`config.mk`:
```
export PLATFORM = sky130hd
export DESIGN_NAME = multichannel_timed_output
export DESIGN_NICKNAME = d
export VERILOG_FILES = /design/src/hdl/mto_pkg.sv /design/src/hdl/multichannel_timed_output.sv /design/src/hdl/mto_step_unit.sv
export SDC_FILE = /design/constraint.sdc
export NUM_CORES = 1
export LEC_CHECK = 0
export ABC_AREA = 0
export BUFFER_PORTS_ARGS = -buffer_cell sky130_fd_sc_hd__buf_2
export CORE_ASPECT_RATIO = 1.25
export CORE_MARGIN = 2
export CORE_UTILIZATION = 56
export DETAILED_ROUTE_END_ITERATION = 8
export GPL_TIMING_DRIVEN = 0
export PLACE_DENSITY = 0.73
export SLEW_MARGIN = 15
export SYNTH_ARGS = -nofsm -noshare
export SYNTH_HDL_FRONTEND = slang
export SYNTH_HIERARCHICAL = 1
export SYNTH_SLANG_ARGS = --single-unit
```
`constraint.sdc`:
```
create_clock -name aclk -period 19.1 [get_ports aclk]
set_input_delay 3.82 -clock aclk [delete_from_list [all_inputs] [get_ports aclk]]
set_output_delay 3.82 -clock aclk [all_outputs]
set_load 0.02 [all_outputs]
```
`src/hdl/mto_pkg.sv`:
```
// ----------------------------------------------------------------------------
// mto_pkg: shared definitions of the multichannel timed output
// Channel count, counter width, request codes and the per-channel entry
// and step records used by the sequencer and the channel step unit.
// ----------------------------------------------------------------------------
`default_nettype none

package mto_pkg;

    localparam int NUM_CHANNELS = 8;
    localparam int COUNT_WIDTH  = 16;
    localparam int MAX_RESULTS  = 8;

    localparam int CH_W = (NUM_CHANNELS > 1) ? $clog2(NUM_CHANNELS) : 1;
    localparam int N_W  = $clog2(MAX_RESULTS + 1);

    localparam logic [1:0] REQ_START    = 2'd0;
    localparam logic [1:0] REQ_STOP     = 2'd1;
    localparam logic [1:0] REQ_STOP_ALL = 2'd2;
    localparam logic [1:0] REQ_TICK     = 2'd3;

    typedef logic [COUNT_WIDTH-1:0] count_t;

    typedef struct packed {
        logic   active;
        logic   single;
        count_t on_len;
        count_t per_len;
        count_t cnt;
        logic   lvl;
    } entry_t;

    typedef struct packed {
        logic [1:0] req_type;
        count_t     on_ticks;
        count_t     period_ticks;
        logic       one_shot;
        logic       room;
    } step_req_t;

    typedef struct packed {
        logic emit;
        logic level;
        logic done;
    } step_res_t;

endpackage

`default_nettype wire

```
`src/hdl/multichannel_timed_output.sv`:
```
// ----------------------------------------------------------------------------
// multichannel_timed_output: per-channel PWM and one-shot pulse timer
// Sequencer, channel state and output staging around a shared step unit.
// ----------------------------------------------------------------------------
// A start or stop beat steps its one channel and then flushes, or flushes at
// once when its channel is out of range; a tick or stop-all beat walks the
// channels through the one step unit, one channel per cycle while the result
// side does not stall. Either kind is held while the result side stalls. The
// input is not ready while a beat is being worked. Results carry the channel,
// the commanded level and a pulse-done flag; tlast marks the final result of
// a beat, and a beat that changes nothing gives no result.
`default_nettype none

module multichannel_timed_output (
    input  wire logic        aclk,
    input  wire logic        aresetn,
    input  wire logic        s_tvalid,
    output logic             s_tready,
    // [5:0] channel, [21:6] on_ticks, [37:22] period_ticks, [38] one_shot, [39] zero
    input  wire logic [39:0] s_tdata,
    // [1:0] req_type
    input  wire logic [1:0]  s_tuser,
    output logic             m_tvalid,
    input  wire logic        m_tready,
    // [5:0] out_channel, [6] level, [7] pulse_done
    output logic [7:0]       m_tdata,
    output logic             m_tlast
);
    import mto_pkg::*;

    localparam logic [1:0] ST_IDLE  = 2'd0;
    localparam logic [1:0] ST_WALK  = 2'd1;
    localparam logic [1:0] ST_FLUSH = 2'd2;

    logic [1:0]      state_reg, state_next;
    logic [CH_W-1:0] idx_reg, idx_next;
    logic            one_reg, one_next;
    logic [N_W-1:0]  n_reg, n_next;
    step_req_t       req_reg;
    entry_t          ent_reg [NUM_CHANNELS];

    logic            pend_valid_reg, pend_valid_next;
    logic [7:0]      pend_reg, pend_next;
    logic            m_tvalid_reg, m_tvalid_next;
    logic [7:0]      m_tdata_reg, m_tdata_next;
    logic            m_tlast_reg, m_tlast_next;

    step_req_t step_req;
    entry_t    cur_entry, new_entry;
    step_res_t step_res;
    logic      out_free, can_go, commit, last_step, accept, ch_ok;

    assign s_tready = (state_reg == ST_IDLE);
    assign accept   = s_tvalid && s_tready;
    assign m_tvalid = m_tvalid_reg;
    assign m_tdata  = m_tdata_reg;
    assign m_tlast  = m_tlast_reg;
    assign out_free = !m_tvalid_reg || m_tready;
    assign ch_ok    = {1'b0, s_tdata[5:0]} < 7'(NUM_CHANNELS);

    always_comb begin
        step_req      = req_reg;
        step_req.room = n_reg < N_W'(MAX_RESULTS);
    end

    assign cur_entry = ent_reg[idx_reg];

    mto_step_unit u_step (
        .req        (step_req),
        .entry      (cur_entry),
        .entry_next (new_entry),
        .res        (step_res)
    );

    // A new result may displace the pending one only if the output slot is free.
    assign can_go    = !step_res.emit || !pend_valid_reg || out_free;
    assign commit    = (state_reg == ST_WALK) && can_go;
    assign last_step = one_reg || (idx_reg == CH_W'(NUM_CHANNELS - 1));

    always_comb begin
        state_next      = state_reg;
        idx_next        = idx_reg;
        one_next        = one_reg;
        n_next          = n_reg;
        pend_valid_next = pend_valid_reg;
        pend_next       = pend_reg;
        m_tvalid_next   = m_tvalid_reg && !m_tready;
        m_tdata_next    = m_tdata_reg;
        m_tlast_next    = m_tlast_reg;
        unique case (state_reg)
            ST_IDLE: begin
                if (accept) begin
                    n_next = '0;
                    if (s_tuser == REQ_START || s_tuser == REQ_STOP) begin
                        idx_next   = s_tdata[CH_W-1:0];
                        one_next   = 1'b1;
                        state_next = ch_ok ? ST_WALK : ST_FLUSH;
                    end else begin
                        idx_next   = '0;
                        one_next   = 1'b0;
                        state_next = ST_WALK;
                    end
                end
            end
            ST_WALK: begin
                if (can_go) begin
                    if (step_res.emit) begin
                        if (pend_valid_reg) begin
                            m_tvalid_next = 1'b1;
                            m_tdata_next  = pend_reg;
                            m_tlast_next  = 1'b0;
                        end
                        pend_valid_next = 1'b1;
                        pend_next       = {step_res.done, step_res.level, 6'(idx_reg)};
                        n_next          = n_reg + N_W'(1);
                    end
                    if (last_step) begin
                        state_next = ST_FLUSH;
                    end else begin
                        idx_next = idx_reg + CH_W'(1);
                    end
                end
            end
            ST_FLUSH: begin
                if (!pend_valid_reg) begin
                    state_next = ST_IDLE;
                end else if (out_free) begin
                    m_tvalid_next   = 1'b1;
                    m_tdata_next    = pend_reg;
                    m_tlast_next    = 1'b1;
                    pend_valid_next = 1'b0;
                    state_next      = ST_IDLE;
                end
            end
            default: begin
                state_next = ST_IDLE;
            end
        endcase
    end

    always_ff @(posedge aclk) begin
        if (!aresetn) begin
            state_reg      <= ST_IDLE;
            idx_reg        <= '0;
            one_reg        <= 1'b0;
            n_reg          <= '0;
            pend_valid_reg <= 1'b0;
            m_tvalid_reg   <= 1'b0;
            for (int i = 0; i < NUM_CHANNELS; i++) begin
                ent_reg[i] <= '0;
            end
        end else begin
            state_reg      <= state_next;
            idx_reg        <= idx_next;
            one_reg        <= one_next;
            n_reg          <= n_next;
            pend_valid_reg <= pend_valid_next;
            m_tvalid_reg   <= m_tvalid_next;
            if (commit) begin
                ent_reg[idx_reg] <= new_entry;
            end
        end
    end

    always_ff @(posedge aclk) begin
        pend_reg    <= pend_next;
        m_tdata_reg <= m_tdata_next;
        m_tlast_reg <= m_tlast_next;
        if (accept) begin
            req_reg.req_type     <= s_tuser;
            req_reg.on_ticks     <= COUNT_WIDTH'(s_tdata[21:6]);
            req_reg.period_ticks <= COUNT_WIDTH'(s_tdata[37:22]);
            req_reg.one_shot     <= s_tdata[38];
            req_reg.room         <= 1'b1;
        end
    end

    // A new beat is only taken once the previous beat's results are all staged.
    a_idle_no_pending: assert property (@(posedge aclk) disable iff (!aresetn)
        s_tready |-> !pend_valid_reg)
        else $error("input ready while a result is still pending");

    a_count_bound: assert property (@(posedge aclk) disable iff (!aresetn)
        n_reg <= N_W'(MAX_RESULTS))
        else $error("result count above the per-beat limit");

    // A result sent without tlast must leave a later result still pending.
    a_not_last_pending: assert property (@(posedge aclk) disable iff (!aresetn)
        (commit && step_res.emit && pend_valid_reg) |=> (pend_valid_reg && !m_tlast_reg))
        else $error("non-final result sent with nothing pending behind it");

endmodule

`default_nettype wire

```
`src/hdl/mto_step_unit.sv`:
```
// ----------------------------------------------------------------------------
// mto_step_unit: one channel step
// Applies one request to one channel entry: arming, stopping, or advancing
// the tick counter with its compares. The sequencer reuses it per channel.
// ----------------------------------------------------------------------------
`default_nettype none

module mto_step_unit (
    input  mto_pkg::step_req_t req,
    input  mto_pkg::entry_t    entry,
    output mto_pkg::entry_t    entry_next,
    output mto_pkg::step_res_t res
);
    import mto_pkg::*;

    logic [COUNT_WIDTH:0] inc;
    logic                 start_ok;
    logic                 want;

    assign inc = {1'b0, entry.cnt} + {{COUNT_WIDTH{1'b0}}, 1'b1};
    assign start_ok = (req.on_ticks != '0) &&
                      (req.one_shot || (req.period_ticks >= req.on_ticks));

    always_comb begin
        entry_next = entry;
        res        = '0;
        want       = 1'b0;
        unique case (req.req_type)
            REQ_START: begin
                if (start_ok) begin
                    entry_next.active  = 1'b1;
                    entry_next.single  = req.one_shot;
                    entry_next.on_len  = req.on_ticks;
                    entry_next.per_len = req.period_ticks;
                    entry_next.cnt     = '0;
                    entry_next.lvl     = 1'b1;
                    res.emit           = 1'b1;
                    res.level          = 1'b1;
                end
            end
            REQ_STOP, REQ_STOP_ALL: begin
                if (entry.active && req.room) begin
                    entry_next.active = 1'b0;
                    entry_next.lvl    = 1'b0;
                    res.emit          = 1'b1;
                end
            end
            REQ_TICK: begin
                if (entry.active) begin
                    if (entry.single) begin
                        // The counter saturates so a held-off end is seen again.
                        entry_next.cnt = inc[COUNT_WIDTH] ? entry.cnt : inc[COUNT_WIDTH-1:0];
                        if (entry_next.cnt < entry.on_len) begin
                            want = 1'b1;
                            if (want != entry.lvl && req.room) begin
                                entry_next.lvl = want;
                                res.emit       = 1'b1;
                                res.level      = want;
                            end
                        end else if (req.room) begin
                            entry_next.active = 1'b0;
                            entry_next.lvl    = 1'b0;
                            res.emit          = 1'b1;
                            res.done          = 1'b1;
                        end
                    end else begin
                        entry_next.cnt = (inc >= {1'b0, entry.per_len}) ? '0
                                                                         : inc[COUNT_WIDTH-1:0];
                        want = entry_next.cnt < entry.on_len;
                        if (want != entry.lvl && req.room) begin
                            entry_next.lvl = want;
                            res.emit       = 1'b1;
                            res.level      = want;
                        end
                    end
                end
            end
            default: begin
            end
        endcase
    end

endmodule

`default_nettype wire
```
==> metrics.yaml, run 1 <==
hold_buffers: 0
diodes: 0
clockBufferDepth: 3
core_um2: 40300
min_from: "pend_reg[1]$_DFFE_PP_"
cts_sinks: 469
fin_crit_sh_pct: 57.7
whs_endpoint: "m_tdata[1]$_DFFE_PP_"
crit_fanout: 19
fp.dieW_um: 185
post_cts_resize_count: 0
min_period_ps: 11020
avgSynthCellArea_um2: 13.0
fmax_ghz: 0.0908
rows: 82
largest_register_ff_count: 408
synthCells: 1770
min_path_cells: 0
synth_top_cell_area_share_pct: 59.3
drcViolationCount: 0
rrSetupSlack_ps: 8080
htreeDepth: 2
status: "finished clean"
die_h_um: 230
postRouteAntennaNets: 0
drt_iter0_drc: 1894
clk-insertion-delay-late_ps: 580
start_util_pct: 57.0
io_pins: 57
syn-cell-area_um2: 23000
layout.nets: 2013
numCtsBuffers: 46
final_cell_mix: "454 x edfxtp_1, 445 x nor2_1, 150 x nand2_1"
dieArea_um2: 42700
synth_top_area_cell: "edfxtp_1"
crit_path_start_kind: "register"
place_inst: 2393
arrival_ps: 11320
p_per_area_nw_per_um2: 110
synth_area_leaders: "edfxtp_1 59%, mux4_2 10%, nor2_1 7.3%"
ys_ff_latch: 469
ir_drop_v: 0.0000829
crit_type: "register to register"
skew_ps: 31.1
required_ps: 19400
antenna_found_initial: 1
routabilityCongestion: 1.02
setup_violations: 0
synthFlopType: "edfxtp_1"
finalMaxSlewViolations: 0
r2r_end: "ent_reg[6][5]$_SDFFCE_PN0P_"
drive_gt1_share_pct: 20.3
num_vias: 15500
postCtsSetupBuffers: 0
dr.pass1.iters: 5
dpl.hpwl_um: 46800
cpMostUsedCell: "buf_2"
gr-total-overflow: 0
min_path_type: "register to register"
clkTransAtPathRegs_ps: 60
slew-limit-headroom_pct: 19.9
yosysWarnings: 6
drv_cap: 0
yosysSeqAreaShare_pct: 60.7
critPathMaxStageDelay_ps: 940
grt_setup_unrepaired: "false"
crit_slowest_cell: "o21ai_0"
fillCellCount: 2945
cts_tree: "yes"
via_per_inst: 6.25
p_total_w: 0.00286
grt_max_degree: 38
grt_pass1_vias: 15800
rr_worst_depth: 33
synth_edf_count: 454
power.leakage_nw: 9.34
final.setup.tns_ps: 0
final_common_cell: "edfxtp_1"
worst_pin_slew_ps: 1190
hold_violations: 0
clockRootBuffer: "clkbuf_16"
end_kind: "register"
port_buffers: 51
fin_cells: 2478
track_usage_pct: 31.4
synthDistinctLibCells: 71
post_drt_wl_per_cell_um: 26.1
grt_pass1_wl_um: 96800
wl_um: 64800
area_growth_syn_to_layout_pct: 13.7
async_flop_share_pct: 0
[critical path, delay by kind of cell, from the launching register on]
family                     cells  cell delay [ps]
and+or+nand+nor               10             1840
DFF                            1              340
muxes                          2              810
xor gates and xnor gates       1              650
buffers and inverters         10             3390
adders and majority gates      2              580
AOI/OAI and AO/OA              8             3070
[worst max-delay path by stage]
stage,startpoint,end,slack (ps),depth (start not counted)
2_1_floorplan,register,ent_reg[2][0]$_SDFFCE_PN0P_,9050,33
6_report,register,ent_reg[6][5]$_SDFFCE_PN0P_,8080,33
4_1_cts,register,ent_reg[6][6]$_SDFFCE_PN0P_,8510,33
5_1_grt,register,ent_reg[6][6]$_SDFFCE_PN0P_,7960,33
3_5_place_dp,register,ent_reg[6][13]$_SDFFCE_PN0P_,8600,33
3_3_place_gp,register,ent_reg[4][13]$_SDFFCE_PN0P_,2610,30
[cells by family after synthesis]
kind of cell    synth area share (%)
simple gates                    12.1
buf+inv                         3.89
flops                           60.7
mux                             14.4
other cells                   0.0163
fa+ha+maj                       3.92
compound gates                  4.53
xor+xnor                       0.534
[per-layer routing]
layer,routed length (µm),vias up,GRT usage [%]
met2,31500,890,51.4
met3,5530,212,4.78
met4,4120,2,17.1
met5,10,-,0
met1,23600,7634,40.3
li1,-,6738,-
[synth_stat cells (all sizes together) (3+ instances only)]
cell type / number
a211o: 4
a211oi: 7
a21o: 9
a21oi: 33
a22o: 9
a32o: 8
and2: 3
and3: 4
and4: 5
buf: 78
clkbuf: 31
dfxtp: 15
edfxtp: 454
ha: 72
inv: 83
mux2: 71
mux2i: 20
mux4: 102
nand2: 150
nand2b: 6
nand3: 20
nand4: 18
nor2: 445
nor2b: 3
nor3: 7
nor4: 6
o211ai: 5
o21a: 4
o21ai: 37
o221ai: 5
o2bb2ai: 4
o31ai: 3
xnor2: 10
xor2: 4
[cell type report]
cell class                      count  area [µm²]  share of cell area [%]
Tap cell                          546         683                    2.61
Clock buffer                       56        1210                    4.63
Clock inverter                     29         314                    1.20
Buffer                            109         583                    2.23
Sequential cell                   469       13900                    53.3
Inverter                           83         312                    1.19
Timing Repair Buffer               75         848                    3.25
Multi-Input combinational cell   1111        8240                    31.5
[stage by stage]
stage          setup slack [ps]  utilization (%)  area (µm²)  hold slack (ps)
6_report                   8080             64.8       26100              421
5_1_grt                    7960             64.8       26100              428
4_1_cts                    8510             64.8       26100              422
3_5_place_dp               8600             61.0       24600              408
3_3_place_gp               2610             59.3       23900              405
2_1_floorplan              9050                -       23000              400
[power by group]
group | leakage (nW) | total (W) | internal [W] | switching [W]
registers | 4.77 | 0.00121 | 0.00118 | 0.0000256
clock network | 0.741 | 0.000924 | 0.000535 | 0.000389
logic | 3.83 | 0.000728 | 0.000267 | 0.000461
total | 9.34 | 0.00286 | 0.00199 | 0.000875
Note: power is estimated with default switching activity, not from simulation.
==> run 2, diff against run 1 <==
--- a/config.mk
+++ b/config.mk
@@ -12,7 +12,7 @@
 export CORE_UTILIZATION = 56
 export DETAILED_ROUTE_END_ITERATION = 8
 export GPL_TIMING_DRIVEN = 0
-export PLACE_DENSITY = 0.73
+export PLACE_DENSITY = 0.75
 export SLEW_MARGIN = 15
 export SYNTH_ARGS = -nofsm -noshare
 export SYNTH_HDL_FRONTEND = slang
==> constraint.sdc (replaced) <==
create_clock -name aclk -period 9.8 [get_ports aclk]
set_input_delay 1.96 -clock aclk [delete_from_list [all_inputs] [get_ports aclk]]
set_output_delay 1.96 -clock aclk [all_outputs]
set_load 0.02 [all_outputs]
==> run 2 against run 1 <==
Against the previous run: wire length is 0.63% lower; via count rose by 0.95%; die area did not move; sequential power is 95% higher; non-clock buffer count is the same; clock-buffer cell count grew 6.
==> metrics.yaml, run 2 (synthesis gave the netlist of run 1 again) <==
clockRootBuffer: "clkbuf_16"  # unchanged
p_int_w: 0.00380  # was 0.00199 W
final_cell_mix: "454 x edfxtp_1, 445 x nor2_1, 150 x nand2_1"  # unchanged
postRouteAntennaNets: 0  # unchanged
slew-limit-headroom_pct: 15.2  # was 19.9%
min_period_ps: 9560  # was 11020 ps
fin_crit_sh_pct: 97.6  # was 57.7%
cts_tree: "yes"  # unchanged
grt_max_degree: 35  # was 38
io_pins: 57  # unchanged
end_kind: "register"  # unchanged
power_frac_seq_pct: 42.9  # was 42.3%
setup_violations: 0  # unchanged
layout.nets: 2011  # was 2013
drcViolationCount: 0  # unchanged
crit_type: "register to register"  # unchanged
die_h_um: 230  # unchanged
p_per_area_nw_per_um2: 211  # was 110 nW/µm²
crit_fanout: 19  # unchanged
postCtsSetupBuffers: 0  # unchanged
status: "finished clean"  # unchanged
ir_drop_v: 0.000171  # was 0.0000829 V
largest_register_ff_count: 408  # unchanged
hold_violations: 0  # unchanged
power.leakage_nw: 9.32  # was 9.34 nW
power.share.combinational_pct: 26.3  # was 25.4%
min_path_type: "register to register"  # unchanged
drt_iter0_drc: 1978  # was 1894
fmax_ghz: 0.105  # was 0.0908 GHz
final_util_pct: 64.7  # was 64.8%
htreeDepth: 2  # unchanged
diodes: 0  # unchanged
drv_cap: 0  # unchanged
port_buffers: 51  # unchanged
start_util_pct: 57.0  # unchanged
required_ps: 10110  # was 19400 ps
crit_buf_inv: 10  # unchanged
rr_worst_depth: 33  # unchanged
grt_pass1_wl_um: 96000  # was 96800 µm
wl_um: 64400  # was 64800 µm
post_cts_resize_count: 5  # was 0
gr-total-overflow: 0  # unchanged
dpl.hpwl_um: 46500  # was 46800 µm
clockBufferDepth: 3  # unchanged
drive_gt1_share_pct: 20.4  # was 20.3%
grt_setup_unrepaired: "false"  # unchanged
arrival_ps: 9870  # was 11320 ps
clk-insertion-delay-late_ps: 570  # was 580 ps
skew_ps: 20.4  # was 31.1 ps
core_um2: 40300  # unchanged
dieArea_um2: 42700  # unchanged
min_path_cells: 0  # unchanged
fp.dieW_um: 185  # unchanged
fillCellCount: 2910  # was 2945
dr.pass1.iters: 6  # was 5
cpMostUsedCell: "buf_2"  # unchanged
num_vias: 15600  # was 15500
antenna_found_initial: 2  # was 1
finalMaxSlewViolations: 0  # unchanged
grt_pass1_vias: 16000  # was 15800
rows: 82  # unchanged
final_common_cell: "edfxtp_1"  # unchanged
critPathTopFamily: "buffers and inverters"  # unchanged
hold_buffers: 0  # unchanged
area_growth_syn_to_layout_pct: 13.6  # was 13.7%
clkTransAtPathRegs_ps: 60  # about the same
critPathMaxStageDelay_ps: 470  # was 940 ps
crit_slowest_cell: "a221oi_2"  # was o21ai_0
final.setup.tns_ps: 0  # unchanged
via_per_inst: 6.31  # was 6.25
switching_share_pct: 30.8  # was 30.6%
p_switching_w: 0.00169  # was 0.000875 W
crit_path_start_kind: "register"  # unchanged
numCtsBuffers: 44  # was 46
clkPwrFrac_pct: 30.8  # was 32.3%
cts_sinks: 469  # unchanged
cp.depth: 33  # unchanged
worst_pin_slew_ps: 1270  # was 1190 ps
routabilityCongestion: 1.01  # was 1.02
post_drt_wl_per_cell_um: 26.0  # was 26.1 µm
track_usage_pct: 31.1  # was 31.4%
==> run 2: cell count changes in the layout (fill, tap and decap cells not counted), moves of 2 or more <==
| cell | delta |
|---|---|
| buf_16 | +2 |
| clkbuf_1 | +7 |
| bufinv_16 | -2 |
| clkbuf_16 | -2 |
| clkinvlp_4 | -2 |
| xnor2_1 | -2 |
| xnor2_2 | +2 |
| clkinv_1 | -4 |
| buf_8 | -3 |
==> run 2: path summary, 6_finish.rpt <==
| check | to | from | slack (ps) |
|---|---|---|---|
| setup / recovery | ent_reg[6][13]$_SDFFCE_PN0P_ | register | 240 |
| hold / removal | m_tdata[1]$_DFFE_PP_ | pend_reg[1]$_DFFE_PP_ | 420 |
| setup reg to reg | ent_reg[6][13]$_SDFFCE_PN0P_ | register | 240 |
| hold reg to reg | m_tdata[1]$_DFFE_PP_ | pend_reg[1]$_DFFE_PP_ | 420 |
==> run 2: cell type report <==
| class | instances | area, µm² | area share (%) |
|---|---|---|---|
| clock inverter | 20 | 208 | 0.796 |
| timing repair buffer | 75 | 878 | 3.37 |
| multi-input combinational | 1111 | 8280 | 31.8 |
| clock buffer | 62 | 1200 | 4.60 |
| inverter | 83 | 312 | 1.19 |
| tap | 546 | 683 | 2.62 |
| sequential | 469 | 13900 | 53.4 |
| buffer | 109 | 587 | 2.25 |
==> run 2: per-stage QoR <==
| stage | power [W] | instances | hold WS, ps | setup WS, ps | instance area (µm²) |
|---|---|---|---|---|---|
| after global placement | 0.00372 | 2369 | 401 | -6540 | 23900 |
| after floorplan | 0.00332 | 1772 | 400 | -254 | 23000 |
| final | 0.00550 | 2475 | 421 | 237 | 26100 |
| after CTS | 0.00546 | 2475 | 420 | 34.9 | 26100 |
| after global routing | 0.00567 | 2475 | 423 | 37.0 | 26100 |
| after detailed placement | 0.00378 | 2393 | 405 | -781 | 24600 |
==> run 2: metal layers <==
layer  vias to the layer above  global-route usage (%)  wire length, µm
li1                       6711                       -                -
met3                       237                    3.93             5310
met5                         -                       0               27
met4                         4                    18.2             4300
met2                       937                    52.1            32000
met1                      7734                    38.9            22700
==> run 2: power by group through the flow <==
stage                     clock network, W  logic (W)  registers [W]
final                              0.00169    0.00144        0.00236
after detailed placement                 0    0.00139        0.00240
after CTS                          0.00171    0.00140        0.00235
after floorplan                          0   0.000935        0.00238
after global placement                   0    0.00131        0.00241
after global routing               0.00177    0.00154        0.00236
